==> src/rtl/mvt_pkg.sv <==
// Package for the matrix-vector transform unit: sizes, codes and payload types.
// No dependencies; used by every module of the block.
package mvt_pkg;

    // Active matrix size (1..4); the payload always carries MAX_DIM slots.
    localparam int DIM     = 4;
    localparam int MAX_DIM = 4;
    localparam int IDX_W   = 2;
    localparam int ENTRIES = MAX_DIM * MAX_DIM;

    // Q16.16 arithmetic widths
    localparam int Q_W        = 32;
    localparam int FRAC_W     = 16;
    localparam int PROD_W     = 2 * Q_W;
    localparam int PAIR_W     = PROD_W + 1;
    localparam int SUM_W      = PROD_W + 2;
    localparam int SHIFT_W    = SUM_W - FRAC_W;
    localparam int ROUND_HALF = 2 ** (FRAC_W - 1);

    // Request types
    localparam logic REQ_LOAD  = 1'b0;
    localparam logic REQ_XFORM = 1'b1;

    // Vector queue between front and back
    localparam int Q_DEPTH = 2;
    localparam int QPTR_W  = (Q_DEPTH > 1) ? $clog2(Q_DEPTH) : 1;
    localparam int QCNT_W  = $clog2(Q_DEPTH + 1);

    typedef logic signed [Q_W-1:0] q_t;
    typedef logic [IDX_W-1:0]      idx_t;
    typedef q_t [MAX_DIM-1:0]      vec_t;
    typedef q_t [ENTRIES-1:0]      mat_t;

    typedef struct packed {
        logic                  req_type;
        idx_t                  elem_row;
        idx_t                  elem_col;
        logic signed [Q_W-1:0] elem_value;
        logic signed [Q_W-1:0] vec_0;
        logic signed [Q_W-1:0] vec_1;
        logic signed [Q_W-1:0] vec_2;
        logic signed [Q_W-1:0] vec_3;
    } req_t;

    typedef struct packed {
        logic signed [Q_W-1:0] out_0;
        logic signed [Q_W-1:0] out_1;
        logic signed [Q_W-1:0] out_2;
        logic signed [Q_W-1:0] out_3;
    } res_t;

    typedef struct packed {
        logic empty;
        logic full;
    } qstat_t;

endpackage

==> src/rtl/mvt_front.sv <==
// Front end: takes requests, writes matrix loads, forwards transform vectors.
// Depends on mvt_pkg.
module mvt_front (
    input  logic                 clk,
    input  logic                 rst_n,
    input  logic                 req_valid,
    output logic                 req_stall,
    input  mvt_pkg::req_t        req_data,
    input  mvt_pkg::qstat_t      qstat,
    output logic                 push,
    output mvt_pkg::vec_t        push_vec,
    output mvt_pkg::mat_t        matrix
);

    mvt_pkg::mat_t matrix_reg;
    mvt_pkg::mat_t matrix_next;
    logic          is_load;
    logic          in_range;
    logic          accept;
    logic          wr_en;
    logic [$clog2(mvt_pkg::ENTRIES)-1:0] wr_idx;

    // A load waits for queued vectors, which still have to read the old matrix.
    always_comb
    begin
        is_load   = (req_data.req_type == mvt_pkg::REQ_LOAD);
        req_stall = qstat.full | (is_load & ~qstat.empty);
        accept    = req_valid & ~req_stall;
        push      = accept & ~is_load;
        in_range  = (32'(req_data.elem_row) < mvt_pkg::DIM) &&
                    (32'(req_data.elem_col) < mvt_pkg::DIM);
        wr_en     = accept & is_load & in_range;
        wr_idx    = {req_data.elem_row, req_data.elem_col};
    end

    always_comb
    begin
        push_vec[0] = req_data.vec_0;
        push_vec[1] = req_data.vec_1;
        push_vec[2] = req_data.vec_2;
        push_vec[3] = req_data.vec_3;
    end

    always_comb
    begin
        matrix_next = matrix_reg;
        if (wr_en)
        begin
            matrix_next[wr_idx] = req_data.elem_value;
        end
    end

    always_ff @(posedge clk or negedge rst_n)
    begin
        if (!rst_n)
        begin
            matrix_reg <= '0;
        end
        else
        begin
            matrix_reg <= matrix_next;
        end
    end

    assign matrix = matrix_reg;

endmodule

==> config.mk <==
export PLATFORM = sky130hd
export DESIGN_NAME = mvt_front
export DESIGN_NICKNAME = d
export VERILOG_FILES = /design/src/rtl/mvt_pkg.sv /design/src/rtl/mvt_front.sv
export SDC_FILE = /design/constraint.sdc
export NUM_CORES = 1
export LEC_CHECK = 0
export ABC_AREA = 1
export BUFFER_PORTS_ARGS = -buffer_cell sky130_fd_sc_hd__buf_2
export CAP_MARGIN = 20
export CORE_AREA = 10 10 310 312
export CTS_CLUSTER_DIAMETER = 120
export DETAILED_ROUTE_END_ITERATION = 10
export DIE_AREA = 0 0 320 322
export PLACE_DENSITY = 0.49
export SYNTH_ARGS = -nofsm -noshare
export SYNTH_HDL_FRONTEND = slang
export SYNTH_SLANG_ARGS = --single-unit
==> constraint.sdc <==
create_clock -name clk -period 0.91 [get_ports clk]
set_clock_uncertainty 0.2 [all_clocks]
set_input_delay 0.0455 -clock clk [delete_from_list [all_inputs] [get_ports clk]]
set_output_delay 0.0455 -clock clk [all_outputs]
set_load 0.03 [all_outputs]
# Word level (Yosys, flattened, before mapping)
# Cells that the tools add are included.
# op_classes
add_sub_neg	0
n_bitwise	8
n_shift	0
n_eq_ne	0
n_div	0
n_mul	0
reduce_logical	1
magnitude_cmp	2
muxes	3
# ops
cell	n
$bwmux 512	1
$demux 32 s4	1
$mux 32	1
$lt 4x5->1 const B	1
$and 1x1->1	4
$ge 4x1->1 const B	1
$not 1->1	3
$logic_and 1x1->1	1
$or 1x1->1	1
# word_totals
latch_bits	0
n_memories	0
regBits	512
output_inout_bits	642
ram_bits	0
inputBits	170
romBits	0
word_cells	30

# Longest topological paths before layout
# logic_depth
ltp_word	6
depth_mapped	7

# Worst setup path after synthesis
# Ideal clock, no wire load.
# synth_path
path_kind	input to output
startpoint	in qstat[0] (netlist bit)
endpoint	out push
cell_stages	3
path_slack_ns	-0.703
t_arrival_ns	1.367
path_buffers	0
path_cell_list	inv_1 o21ai_0 nor3b_1
# synth_via
elab_chain_len	4
# synth_lines
item	line	text
start: declaration	mvt_front.sv:9	input mvt_pkg::qstat_t qstat,
$or 1x1->1	mvt_front.sv:27	req_stall = qstat.full | (is_load & ~qstat.empty);
via req_stall	mvt_front.sv:7	output logic req_stall,
$not 1->1	mvt_front.sv:28	accept = req_valid & ~req_stall;
$and 1x1->1	mvt_front.sv:28	
$and 1x1->1	mvt_front.sv:29	push = accept & ~is_load;
end: declaration	mvt_front.sv:10	output logic push,
# The timed path passes the listed nets, and every way through them passes these cells.

# Worst setup path in the final report
# layout_path
startpoint	reg matrix_reg, in the netlist matrix[127]
endpoint	out matrix[127] (netlist bit)
# layout_rtl
item	line	text
start: declaration	mvt_front.sv:15	mvt_pkg::mat_t matrix_reg;
start signal: assignment	mvt_front.sv:61	matrix_reg <= matrix_next;
end: declaration	mvt_front.sv:12	output mvt_pkg::mat_t matrix
# No word-level cell between the ends.

==> impl_metrics.json <==
{
  "cp.arrival_ns": 1.31,
  "violations": "hold timing, setup timing",
  "p_per_area_nw_per_um2": 2100,
  "n_fill_cell": 8623,
  "cp-start-kind": "flip-flop",
  "insertion_delay_ns": 0.62,
  "placedCellCount": 4483,
  "layout_min_cycle_time_ns": 1.55,
  "p_leak_nw": 19.1,
  "yosys.area.top_type_share_pct": 52.0,
  "fmax_mhz": 644,
  "drtIter0Drc": 1837,
  "cts_buffers": 61,
  "swShare_pct": 33.4,
  "nNetsFinal": 3793,
  "power_frac_clock_pct": 33.5,
  "tightest_slew_ns": 0.689,
  "ys.flop_type": "dfrtp_1",
  "yosysSeqAreaShare_pct": 52.0,
  "status": "complete, but fails checks",
  "drc_errors": 0,
  "cts_sinks": 512,
  "final_antenna_net_count": 0,
  "postRouteWirelength_um": 106000,
  "grt_max_degree": 99,
  "place_hpwl_um": 68500,
  "cts_max_level": 2,
  "grt_pass1_wl_um": 151000,
  "holdWs_ns": -0.252,
  "relSlewSlack_pct": 54.1,
  "wl_per_cell_um": 21.9,
  "cp-end-kind": "output port",
  "cts.root.buffer_cell": "clkbuf_16",
  "ys_ff_latch": 512,
  "syn_avg_cell_area_um2": 8.34,
  "worst-r2r-cell-count": 4,
  "p_int_w": 0.0524,
  "design.core.area_um2": 89600,
  "synth_enable_flop_cells": 0,
  "critical_path_class": "flip-flop to output port",
  "final.setup.tns_ns": -309.28,
  "multi_input_area_um2": 8370,
  "area_growth_pct": 52.3,
  "antenna_found_initial": 7,
  "grtUsageTotal_pct": 19.4,
  "final-hold-violation-count": 262,
  "globalplace.congestion": 0.765,
  "cts_tree": "yes",
  "ys_types": 14,
  "io_pins": 812,
  "port_buffers": 555,
  "rows": 110,
  "yosysMostFrequentCell": "nand2_1",
  "hp-class": "primary input to async pin",
  "cp.required_ns": 0.66,
  "path_max_fanout": 2,
  "r2r_slack_ns": -0.18,
  "pwr-share-comb_pct": 29.8,
  "report.final.slew_viol_count": 0,
  "max-cap-violations": 0,
  "die_x_um": 320,
  "clockBufferDepth": 3,
  "stdcell_count": 4852,
  "rsz0062_at_grt": "true",
  "drive_above_1_share_pct": 28.0,
  "viasPerCell": 4.35,
  "largest_register_ffs": 512,
  "start_util_pct": 27.5,
  "drtPass1Iterations": 5,
  "overflow": 0,
  "power_w": 0.0787,
  "fin_crit_sh_pct": 171,
  "p_switching_w": 0.0263,
  "grt_pass1_vias": 21300,
  "synthCells": 2957,
  "syn-num-nets": 3127,
  "via_count": 21100,
  "dieHeight_um": 322,
  "yosys_warnings": 0,
  "synth_common_cells": "nand2_1, inv_1, dfrtp_1, o21bai_1, buf_4",
  "worst_slack_ns": -0.642,
  "synth_top_area_cell": "dfrtp_1",
  "seqCellArea_um2": 12800,
  "synth_area_um2": 24600,
  "yosys-top-cells-area": "dfrtp_1, nand2_1, o21bai_1",
  "p_seq_share_pct": 36.7,
  "ys_async_sr_fraction_pct": 100,
  "max-vdd-ir-drop_mv": 1.23,
  "setup_violations": 1428,
  "dieArea_um2": 103000,
  "clk_pin_slew_ns": 0.06
}
-- what timing repair did --
| item | CTS | global route |
|---|---|---|
| hold buffers | 154 | 1 |
| gates cloned | 0 | 1 |
| buffers inserted | 32 | 71 |
| endpoints found under the setup margin | 812 | 1653 |
| gates resized for setup | 849 | 570 |
| pin swaps | 0 | 159 |
| hold endpoints to repair | 1152 | 717 |
-- critical path, stage by stage, from the launching register on --
cell,delay [ns]
dfrtp_1,0.40
buf_6,0.15
buf_6,0.13
-- per-layer routing --
layer / GRT usage, % / vias to the layer above / share of wire, %
met5: 0 / - / 0.0085
li1: - / 9982 / -
met2: 31.4 / 821 / 47
met3: 4.65 / 114 / 7.2
met4: 3.94 / 2 / 1.7
met1: 26.1 / 10200 / 44
-- cells in the final DEF (no fill, tap or decap), types with 15 or more instances in the layout --
cell	count
buf_12	64
buf_2	36
o21bai_4	29
clkbuf_16	64
dlygate4sd3_1	26
buf_4	114
inv_2	55
o21bai_1	483
buf_6	576
dlymetal6s4s_1	128
clkbuf_8	15
inv_1	463
nand2_1	1028
dfrtp_1	504
-- power groups by stage --
| stage | Sequential [W] | Combinational, W | Clock, W |
|---|---|---|---|
| 2_1_floorplan | 0.0339 | 0.00588 | 0 |
| 3_3_place_gp | 0.0285 | 0.0171 | 0 |
| 3_5_place_dp | 0.0284 | 0.0172 | 0 |
| 4_1_cts | 0.0287 | 0.0217 | 0.0270 |
| 5_1_grt | 0.0291 | 0.0251 | 0.0279 |
| 6_report | 0.0289 | 0.0235 | 0.0264 |
-- path summary, 6_finish.rpt --
| path | startpoint | endpoint |
|---|---|---|
| worst max-delay path | matrix[127]$_DFFE_PN0P_ | matrix[127] |
| worst min-delay path | rst_n | matrix[300]$_DFFE_PN0P_ |
| worst max register to register | matrix[194]$_DFFE_PN0P_ | matrix[194]$_DFFE_PN0P_ |
| worst min register to register | matrix[367]$_DFFE_PN0P_ | matrix[367]$_DFFE_PN0P_ |
| max in group asynchronous | rst_n | matrix[157]$_DFFE_PN0P_ |
| min in group clk | req_data[147] | matrix[307]$_DFFE_PN0P_ |
-- stage by stage --
stage	util (%)	setup slack [ns]	cell area (um^2)
after floorplan	-	-0.242	25000
after global placement	32.2	-0.766	28900
after detailed placement	32.2	-0.787	28900
after CTS	39.6	-0.695	35500
after global routing	41.9	-0.701	37500
final	41.9	-0.642	37500
-- area by class of cell --
class | instances | share of cell area, %
Multi-Input combinational cell | 1579 | 22.3
Sequential cell | 512 | 34.1
Timing Repair Buffer | 949 | 28.6
Clock inverter | 23 | 0.893
Clock buffer | 90 | 4.87
Antenna cell | 3 | 0.0200
Tap cell | 1176 | 3.92
Inverter | 520 | 5.24
-- cell families (layout without fill, tap and decap cells) --
| group | Yosys count | count (layout) | share of synthesized area (%) |
|---|---|---|---|
| AO/OA/AOI/OAI | 513 | 513 | 15.6 |
| buffers and inverters | 866 | 1582 | 15.9 |
| flip-flops | 512 | 512 | 52.0 |
| other | 0 | 3 | 0 |
| AND/OR/NAND/NOR | 1066 | 1066 | 16.5 |
(Power assumes the default switching activity.)
