### src/rtl/mvt_pkg.sv
// Package for the matrix-vector transform unit: sizes, codes and payload types.
// No dependencies; used by every module of the block.
package mvt_pkg;

    // Active matrix size (1..4); the payload always carries MAX_DIM slots.
    localparam int DIM     = 4;
    localparam int MAX_DIM = 4;
    localparam int IDX_W   = 2;
    localparam int ENTRIES = MAX_DIM * MAX_DIM;

    // Q16.16 arithmetic widths
    localparam int Q_W        = 32;
    localparam int FRAC_W     = 16;
    localparam int PROD_W     = 2 * Q_W;
    localparam int PAIR_W     = PROD_W + 1;
    localparam int SUM_W      = PROD_W + 2;
    localparam int SHIFT_W    = SUM_W - FRAC_W;
    localparam int ROUND_HALF = 2 ** (FRAC_W - 1);

    // Request types
    localparam logic REQ_LOAD  = 1'b0;
    localparam logic REQ_XFORM = 1'b1;

    // Vector queue between front and back
    localparam int Q_DEPTH = 2;
    localparam int QPTR_W  = (Q_DEPTH > 1) ? $clog2(Q_DEPTH) : 1;
    localparam int QCNT_W  = $clog2(Q_DEPTH + 1);

    typedef logic signed [Q_W-1:0] q_t;
    typedef logic [IDX_W-1:0]      idx_t;
    typedef q_t [MAX_DIM-1:0]      vec_t;
    typedef q_t [ENTRIES-1:0]      mat_t;

    typedef struct packed {
        logic                  req_type;
        idx_t                  elem_row;
        idx_t                  elem_col;
        logic signed [Q_W-1:0] elem_value;
        logic signed [Q_W-1:0] vec_0;
        logic signed [Q_W-1:0] vec_1;
        logic signed [Q_W-1:0] vec_2;
        logic signed [Q_W-1:0] vec_3;
    } req_t;

    typedef struct packed {
        logic signed [Q_W-1:0] out_0;
        logic signed [Q_W-1:0] out_1;
        logic signed [Q_W-1:0] out_2;
        logic signed [Q_W-1:0] out_3;
    } res_t;

    typedef struct packed {
        logic empty;
        logic full;
    } qstat_t;

endpackage

### src/rtl/mvt_queue.sv
// Short FIFO of transform vectors between the front end and the datapath.
// Depends on mvt_pkg.
module mvt_queue (
    input  logic                 clk,
    input  logic                 rst_n,
    input  logic                 push,
    input  mvt_pkg::vec_t        push_vec,
    input  logic                 pop,
    output mvt_pkg::vec_t        head_vec,
    output mvt_pkg::qstat_t      qstat
);

    mvt_pkg::vec_t                 entry_reg [mvt_pkg::Q_DEPTH];
    logic [mvt_pkg::QPTR_W-1:0]    wr_ptr_reg, wr_ptr_next;
    logic [mvt_pkg::QPTR_W-1:0]    rd_ptr_reg, rd_ptr_next;
    logic [mvt_pkg::QCNT_W-1:0]    count_reg, count_next;

    function automatic logic [mvt_pkg::QPTR_W-1:0] ptr_inc(
        input logic [mvt_pkg::QPTR_W-1:0] p
    );
        if (p == mvt_pkg::QPTR_W'(mvt_pkg::Q_DEPTH - 1))
        begin
            return '0;
        end
        return p + mvt_pkg::QPTR_W'(1);
    endfunction

    always_comb
    begin
        wr_ptr_next = push ? ptr_inc(wr_ptr_reg) : wr_ptr_reg;
        rd_ptr_next = pop  ? ptr_inc(rd_ptr_reg) : rd_ptr_reg;
        count_next  = count_reg;
        if (push && !pop)
        begin
            count_next = count_reg + mvt_pkg::QCNT_W'(1);
        end
        else if (pop && !push)
        begin
            count_next = count_reg - mvt_pkg::QCNT_W'(1);
        end
    end

    always_ff @(posedge clk or negedge rst_n)
    begin
        if (!rst_n)
        begin
            wr_ptr_reg <= '0;
            rd_ptr_reg <= '0;
            count_reg  <= '0;
        end
        else
        begin
            wr_ptr_reg <= wr_ptr_next;
            rd_ptr_reg <= rd_ptr_next;
            count_reg  <= count_next;
        end
    end

    always_ff @(posedge clk)
    begin
        if (push)
        begin
            entry_reg[wr_ptr_reg] <= push_vec;
        end
    end

    assign head_vec    = entry_reg[rd_ptr_reg];
    assign qstat.empty = (count_reg == '0);
    assign qstat.full  = (count_reg == mvt_pkg::QCNT_W'(mvt_pkg::Q_DEPTH));

endmodule

### config.mk
export PLATFORM = sky130hd
export DESIGN_NAME = mvt_queue
export DESIGN_NICKNAME = d
export VERILOG_FILES = /design/src/rtl/mvt_pkg.sv /design/src/rtl/mvt_queue.sv
export SDC_FILE = /design/constraint.sdc
export NUM_CORES = 1
export LEC_CHECK = 0
export ABC_AREA = 1
export BUFFER_PORTS_ARGS = -buffer_cell sky130_fd_sc_hd__buf_2
export CORE_ASPECT_RATIO = 0.5
export CORE_MARGIN = 2
export CORE_UTILIZATION = 52
export DETAILED_ROUTE_END_ITERATION = 12
export PLACE_DENSITY = 0.79
export SYNTH_ARGS = -nofsm -noshare
export SYNTH_HDL_FRONTEND = slang
export SYNTH_SLANG_ARGS = --single-unit
### constraint.sdc
create_clock -name clk -period 9.08 [get_ports clk]
set_clock_uncertainty 0.2 [all_clocks]
set_input_delay 0.908 -clock clk [delete_from_list [all_inputs] [get_ports clk]]
set_output_delay 0.908 -clock clk [all_outputs]
set_load 0.02 [all_outputs]
* After elaboration in Yosys (flattened, before gate mapping)
Memories as Yosys holds them, arrays and structs flattened.
Index checks and enable logic that the tools add are counted.
Widths: inputs -> output; s select.
** Word-level totals
- Input bits :: 132
- Memories :: 1
- Bits in writable memories :: 256
- Bits in registers :: 4
- Logic and storage cells :: 25
** Memories
- entry_reg :: words 2, width 128, read ports 1, clocked after memory_dff 0, wr ports 1, RTL line mvt_queue.sv:13 : mvt_pkg::vec_t entry_reg [mvt_pkg::Q_DEPTH];
** Operators by class
- Muxes and demuxes :: 10
- Reduce and logical (&&, ||, !) cells :: 6
- Eq/ne operators :: 1
- $add $sub $neg :: 4
** Operator list (number)
- $mux 1 :: 8
- $mux 2 :: 2
- $add 1x1->1 const B :: 2
- $add 2x1->2 const B :: 1
- $eq 2x2->1 const B :: 1
- $logic_and 1x1->1 :: 2
- $logic_not 1->1 :: 2
- $logic_not 2->1 :: 1
- $reduce_bool 2->1 :: 1
- $sub 2x1->2 const B :: 1

* Longest topological paths before layout
Gate-level depths: netlist (run 1).
- Word-level depth :: 4
- Depth in mapped cells :: 7
- Depth with buffers taken out :: 7

* Least setup slack after synthesis (run 1)
No wires, ideal clock.
- Path type :: input to register
- Start point :: in push
- End point :: mem entry_reg[0][0] (netlist bit) (enable)
- Slack :: 1958 ps
- Arrival :: 6302 ps
- Cell stages on the path :: 2
- Required time :: 8260 ps
- Buffers on the path :: 0
- Cells stage by stage :: inv_1 nor2_1
** On the way
- Word-level cells in the longest chain between the ends :: 2
** Ends and longest elaborated chain
- from (decl) :: RTL line mvt_queue.sv:6 : input logic push,
- $mux 1 :: RTL line mvt_queue.sv:61 : if (push)
- $mux 1 (implied by the code) :: RTL line mvt_queue.sv:63 : entry_reg[wr_ptr_reg] <= push_vec;
- to (decl) :: RTL line mvt_queue.sv:13
Every way passes these cells.

==> metrics.txt, run 1 <==
outcome complete, no violations; die area 19400 um^2; Post-Synthesis Cells 423; Place WS 5.36 ns; clk_lat worst skew 0.50 ns; H-tree depth 1; Critical Path, Cell by Cell buf_4 > mux2_2 > buf_2; Slew Limit Fails 0; Slew headroom 38.0%; Crit-path slowest cell dfrtp_4; Routed Antenna Nets 0; Placed Cells incl. Taps 908; initial antenna violation count 0; First-pass DRT Iterations 4; core area 17600 um^2; internal power 2.54 mW; most common cell after layout, fill and taps aside buf_2; Warnings, synthesis 0; Buf/Inv on CP 2; Netlist Area Pre-Place 9490 um^2; crit end category primary output; met1 Resource Use GR 21.2%; Gate power share 30.8%; antenna cells 0; CP delay by family, top buffers and inverters; Psw 1.21 mW; CTS Sinks 260; post-route setup slack 5.01 ns; Setup Viol. Count Final 0; setup_tns 0 ns; DR vias/cell 5.04; sequential share of the synthesized area 82.1%; Cell Area, Placed 11000 um^2; drt wl/cell 18.9 um; Hold Slack 0.296 ns; met3 Use GR 3.87%; vias in the first global route 5092; share of total power in sequential cells 45.2%; non-filler cells in the finished layout 948; first-pass GRT wire length 26700 um; most frequent cells in the layout 261 x buf_2, 256 x edfxtp_1, 128 x mux2_2; top area cells in the synthesized netlist edfxtp_1 81%, mux2_2 15%, buf_6 1.5%; Crit. path cell count 3; Max-Cap Viols 0; cts bufs inserted 23; Area Overhead vs Synth 22.9%; Initial Util 53.9%; Crit Path Category flip-flop to primary output; Root Buffer clkbuf_16; share of the synthesized area in the top cell type 81.0%; GRT Overall Usage 18.0%; # fillers 1204; CP max stage delay 0.96 ns; CP arrival 2.96 ns; crit path launch type flip-flop; global routing usage on met2 33.4%; TritonCTS clock tree done; largest net degree at the start of global routing 72; Synth area leader edfxtp_1; final hold violations 0; utilization after layout 66.2%; Crit Path Max Fanout 71; WP data required 7.97 ns; total congestion overflow 0; fin crit share 44.8%; Reg2Reg Setup Slack 6.06 ns; LEAKAGE 4.41 nW; Net Sw Frac 32.2%; PostCTS Resize Cnt 0; gr busiest metal met2; power per cell area 322 nW/um^2; routability cong. 0.734; synthesized net count 556; minimum clock period 4.07 ns; number of port buffers 261; row cnt 34; fin area 11700 um^2; initial drt markers 221; Netlist cell types 13; routed vias 4778; Clock Power Share 24.0%; nets 833; worst vdd ir 0.000251 V; FF+latch count, synth 260; Die X 195 um; Post-Route WL 17900 um; Slew @ Worst Pin 0.930 ns; Hold Path Depth 2; max FFs per register 256; total power 3.75 mW; # DRC 0; hpwl dp 11800 um; die height 99.5 um; CTS Buffer Depth 3; syn avg cell area 22.4 um^2; share of layout cells above drive strength 1 59.2%; clk slew on worst S/H paths 0.06 ns; Fmax achieved 0.246 GHz; worst reg-to-reg path cell count 3; num ports 262; RSZ-0062 raised after global routing false; Worst Hold Class flip-flop to flip-flop
-- layout make-up --
| type | count | area [um^2] | area share (%) |
|---|---|---|---|
| clock buffers | 31 | 606 | 5.19 |
| inverters | 7 | 28.8 | 0.247 |
| flip-flops and latches | 260 | 7790 | 66.8 |
| clock inverters | 8 | 67.6 | 0.579 |
| multi-input cells | 142 | 1530 | 13.1 |
| repair buffers | 266 | 1350 | 11.5 |
| well taps | 234 | 293 | 2.51 |
-- worst min-delay path: cells and delay by family (launching register included) --
kind | cells | cell delay (ns)
DFF | 1 | 0.36
and+or+nand+nor | 2 | 0.10
-- layer usage --
layer	part of all wire, %	up-vias
li1	-	2222
met1	39	2382
met2	53	140
met3	4.9	34
met4	2.8	0
met5	0	-
-- power by group through the flow --
stage          Sequential [mW]  Combinational, mW  Clock (mW)
2_1_floorplan             1.69              0.887           0
3_3_place_gp              1.71               1.16           0
3_5_place_dp              1.73               1.17           0
4_1_cts                   1.70               1.17       0.920
5_1_grt                   1.73               1.22       0.967
6_report                  1.70               1.15       0.900
-- repair_timing --
item / CTS / global route
setup buffers: 0 / 0
endpoints found under the hold margin: 4 / 0
hold buffers: 1 / 0
-- cell usage after synthesis --
library cell / instances
buf_6: 13
xor2_1: 2
nand2_1: 5
nand3_1: 1
xnor2_1: 1
ha_1: 1
nor2_1: 3
buf_2: 1
inv_1: 7
nand4_1: 1
mux2_2: 128
edfxtp_1: 256
dfrtp_1: 4
-- cell families after synthesis --
kind of cell / synth area share (%)
flops: 82.1
mux: 15.2
buf+inv: 1.87
simple gates: 0.435
xor+xnor: 0.277
fa+ha+maj: 0.132
-- worst paths after layout --
path / start / to
max in group asynchronous: rst_n / rd_ptr_reg
worst max-delay path: rd_ptr_reg / head_vec[54]
min in group asynchronous: rst_n / rd_ptr_reg
worst min-delay path: count_reg[1] / count_reg[1]
worst max register to register: wr_ptr_reg / entry_reg[0][13]
worst min register to register: count_reg[1] / count_reg[1]
No activity file was read; power rests on OpenSTA's default activity.
==> inputs of run 2 (changes only) <==
Settings changed: CORE_UTILIZATION 52 to 47, PLACE_DENSITY 0.79 to 0.76.
Clock period 9.08 ns to 3.5 ns, I/O delays scaled along.
==> run 2 against run 1 <==
Compared with the run above: combinational power rose to 2.8 times the previous value; cell count rose by 18%; critical path depth is the same; sequential power grew to 2.6 times the previous value; via count increased by 12%; count of clock-buffer cells in the layout unchanged; non-clock buffer count up 132; first-iteration DRC count is 13% higher; register-to-register slack lost 4.8 ns; largest cell class unchanged; largest power group unchanged.
==> metrics.txt, run 2 (synthesized netlist as in run 1, its figures left out) <==
Crit Path Category flip-flop to primary output; First-pass DRT Iterations 4 (unchanged); DR vias/cell 4.82 (-4.4%); Setup Viol. Count Final 0 (unchanged); post-route setup slack 0.646 ns (-4.36 ns); CTS Sinks 260 (unchanged); Fmax achieved 0.350 GHz; Initial Util 48.3% (-5.6 points); outcome complete, no violations; Slew Limit Fails 0 (unchanged); Slew headroom 49.2% (+11 points); Worst Hold Class flip-flop to flip-flop; most frequent cells in the layout 261 x buf_2, 256 x edfxtp_1, 132 x dlygate4sd3_1; Die X 205 um (+5.1%); core area 19600 um^2 (+12%); power per cell area 767 nW/um^2 (+140%); crit end category primary output; # DRC 0 (unchanged); Multi-input gate area 1530 um^2 (unchanged); hold_buf cts 132 (+131); Clock Power Share 24.4% (+0.4 points); cts bufs inserted 24 (+4.3%); final hold violations 0 (unchanged); CP arrival 2.30 ns (-0.66 ns); vias in the first global route 5875 (+15%); setup_tns 0 ns (unchanged); Max-Cap Viols 0 (unchanged); hpwl dp 11900 um (+0.63%); routed vias 5366 (+12%); fin crit share 81.5%; first-pass GRT wire length 30900 um (+16%); drt wl/cell 18.3 um (-2.8%); minimum clock period 2.85 ns; total power 10.1 mW (+170%); initial antenna violation count 0 (unchanged); largest net degree at the start of global routing 129 (+79%); GRT Overall Usage 18.9% (+0.85 points); crit path launch type flip-flop; CTS Buffer Depth 3 (unchanged); PostCTS Resize Cnt 0 (unchanged); # fillers 1292 (+7.3%); antenna cells 0 (unchanged); LEAKAGE 5.00 nW (+13%); Crit-path slowest cell dfrtp_4; share of total power in sequential cells 43.5% (-1.7 points); Place WS 1.17 ns (-4.19 ns); die area 21400 um^2 (+10%); die height 104 um (+5.0%); clk slew on worst S/H paths 0.06 ns (about the same); num ports 262 (unchanged); Net Sw Frac 32.1% (-0.12 points); Post-Route WL 20400 um (+14%); Area Overhead vs Synth 38.4%; CP max stage delay 0.83 ns (-0.13 ns); TritonCTS clock tree done; most common cell after layout, fill and taps aside buf_2; utilization after layout 66.9% (+0.65 points); routability cong. 0.764 (+4.0%); share of layout cells above drive strength 1 50.4% (-8.9 points); worst vdd ir 0.000467 V (+86%); initial drt markers 250 (+13%); Psw 3.23 mW (+170%); Crit Path Max Fanout 53 (-25%); Gate power share 32.1% (+1.3 points); setup bufs post-CTS 0 (unchanged); clk_lat worst skew 0.51 ns (about the same); Critical Path, Cell by Cell buf_12 > mux2_2 > buf_2; Cell Area, Placed 11100 um^2 (+1.0%); total congestion overflow 0 (unchanged); H-tree depth 1 (unchanged); fin area 13100 um^2 (+13%); Routed Antenna Nets 0 (unchanged); Slew @ Worst Pin 0.762 ns (-0.168 ns); nets 966 (+16%); number of port buffers 261 (unchanged); WP data required 2.95 ns (-5.02 ns); max FFs per register 256 (unchanged); FF/Latch Area 7790 um^2 (unchanged); RSZ-0062 raised after global routing false; row cnt 36 (+5.9%); Root Buffer clkbuf_16; internal power 6.84 mW (+170%)
[run 2: final cells by class]
type | count | area share (%)
clock inverter | 10 | 0.543
timing repair buffer | 398 | 20.8
tap | 266 | 2.53
inverter | 7 | 0.229
clock buffer | 31 | 4.94
multi-input combinational | 142 | 11.6
sequential | 260 | 59.3
[run 2: worst paths after layout]
path	start	endpoint	slack (ns)	cells after the start
max in group asynchronous	rst_n	rd_ptr_reg	2.33	3
worst min-delay path	count_reg[1]	count_reg[1]	0.32	2
worst max-delay path	rd_ptr_reg	head_vec[8]	0.65	3
worst min register to register	count_reg[1]	count_reg[1]	0.32	2
worst max register to register	wr_ptr_reg	entry_reg[1][52]	1.31	4
min in group asynchronous	rst_n	count_reg[1]	0.58	3
[run 2: critical path: cells and delay by family (launching register included)]
| kind | cells | cell delay [ns] |
|---|---|---|
| DFF | 1 | 0.83 |
| muxes | 1 | 0.39 |
| buffers and inverters | 2 | 0.51 |
[run 2: power groups by stage]
stage / logic (mW) / registers [mW] / clock network [mW]
after floorplan: 2.31 / 4.32 / 0
final: 3.23 / 4.38 / 2.46
after CTS: 3.25 / 4.38 / 2.50
after detailed placement: 3.12 / 4.45 / 0
after global placement: 3.09 / 4.41 / 0
after global routing: 3.42 / 4.44 / 2.64
[run 2: per-stage QoR]
stage / cells / hold WS, ns
2_1_floorplan: 423 / -0.146
3_3_place_gp: 941 / -0.0421
3_5_place_dp: 941 / -0.0380
4_1_cts: 1114 / 0.329
5_1_grt: 1114 / 0.322
6_report: 1114 / 0.322
[run 2: routing by layer]
metal / track usage (%) / up-vias / part of all wire (%)
met1: 20.4 / 2669 / 37
met2: 36.0 / 148 / 56
met4: 7.09 / 0 / 3.7
met3: 4.01 / 57 / 3.6
met5: 0 / - / 0
li1: - / 2492 / -
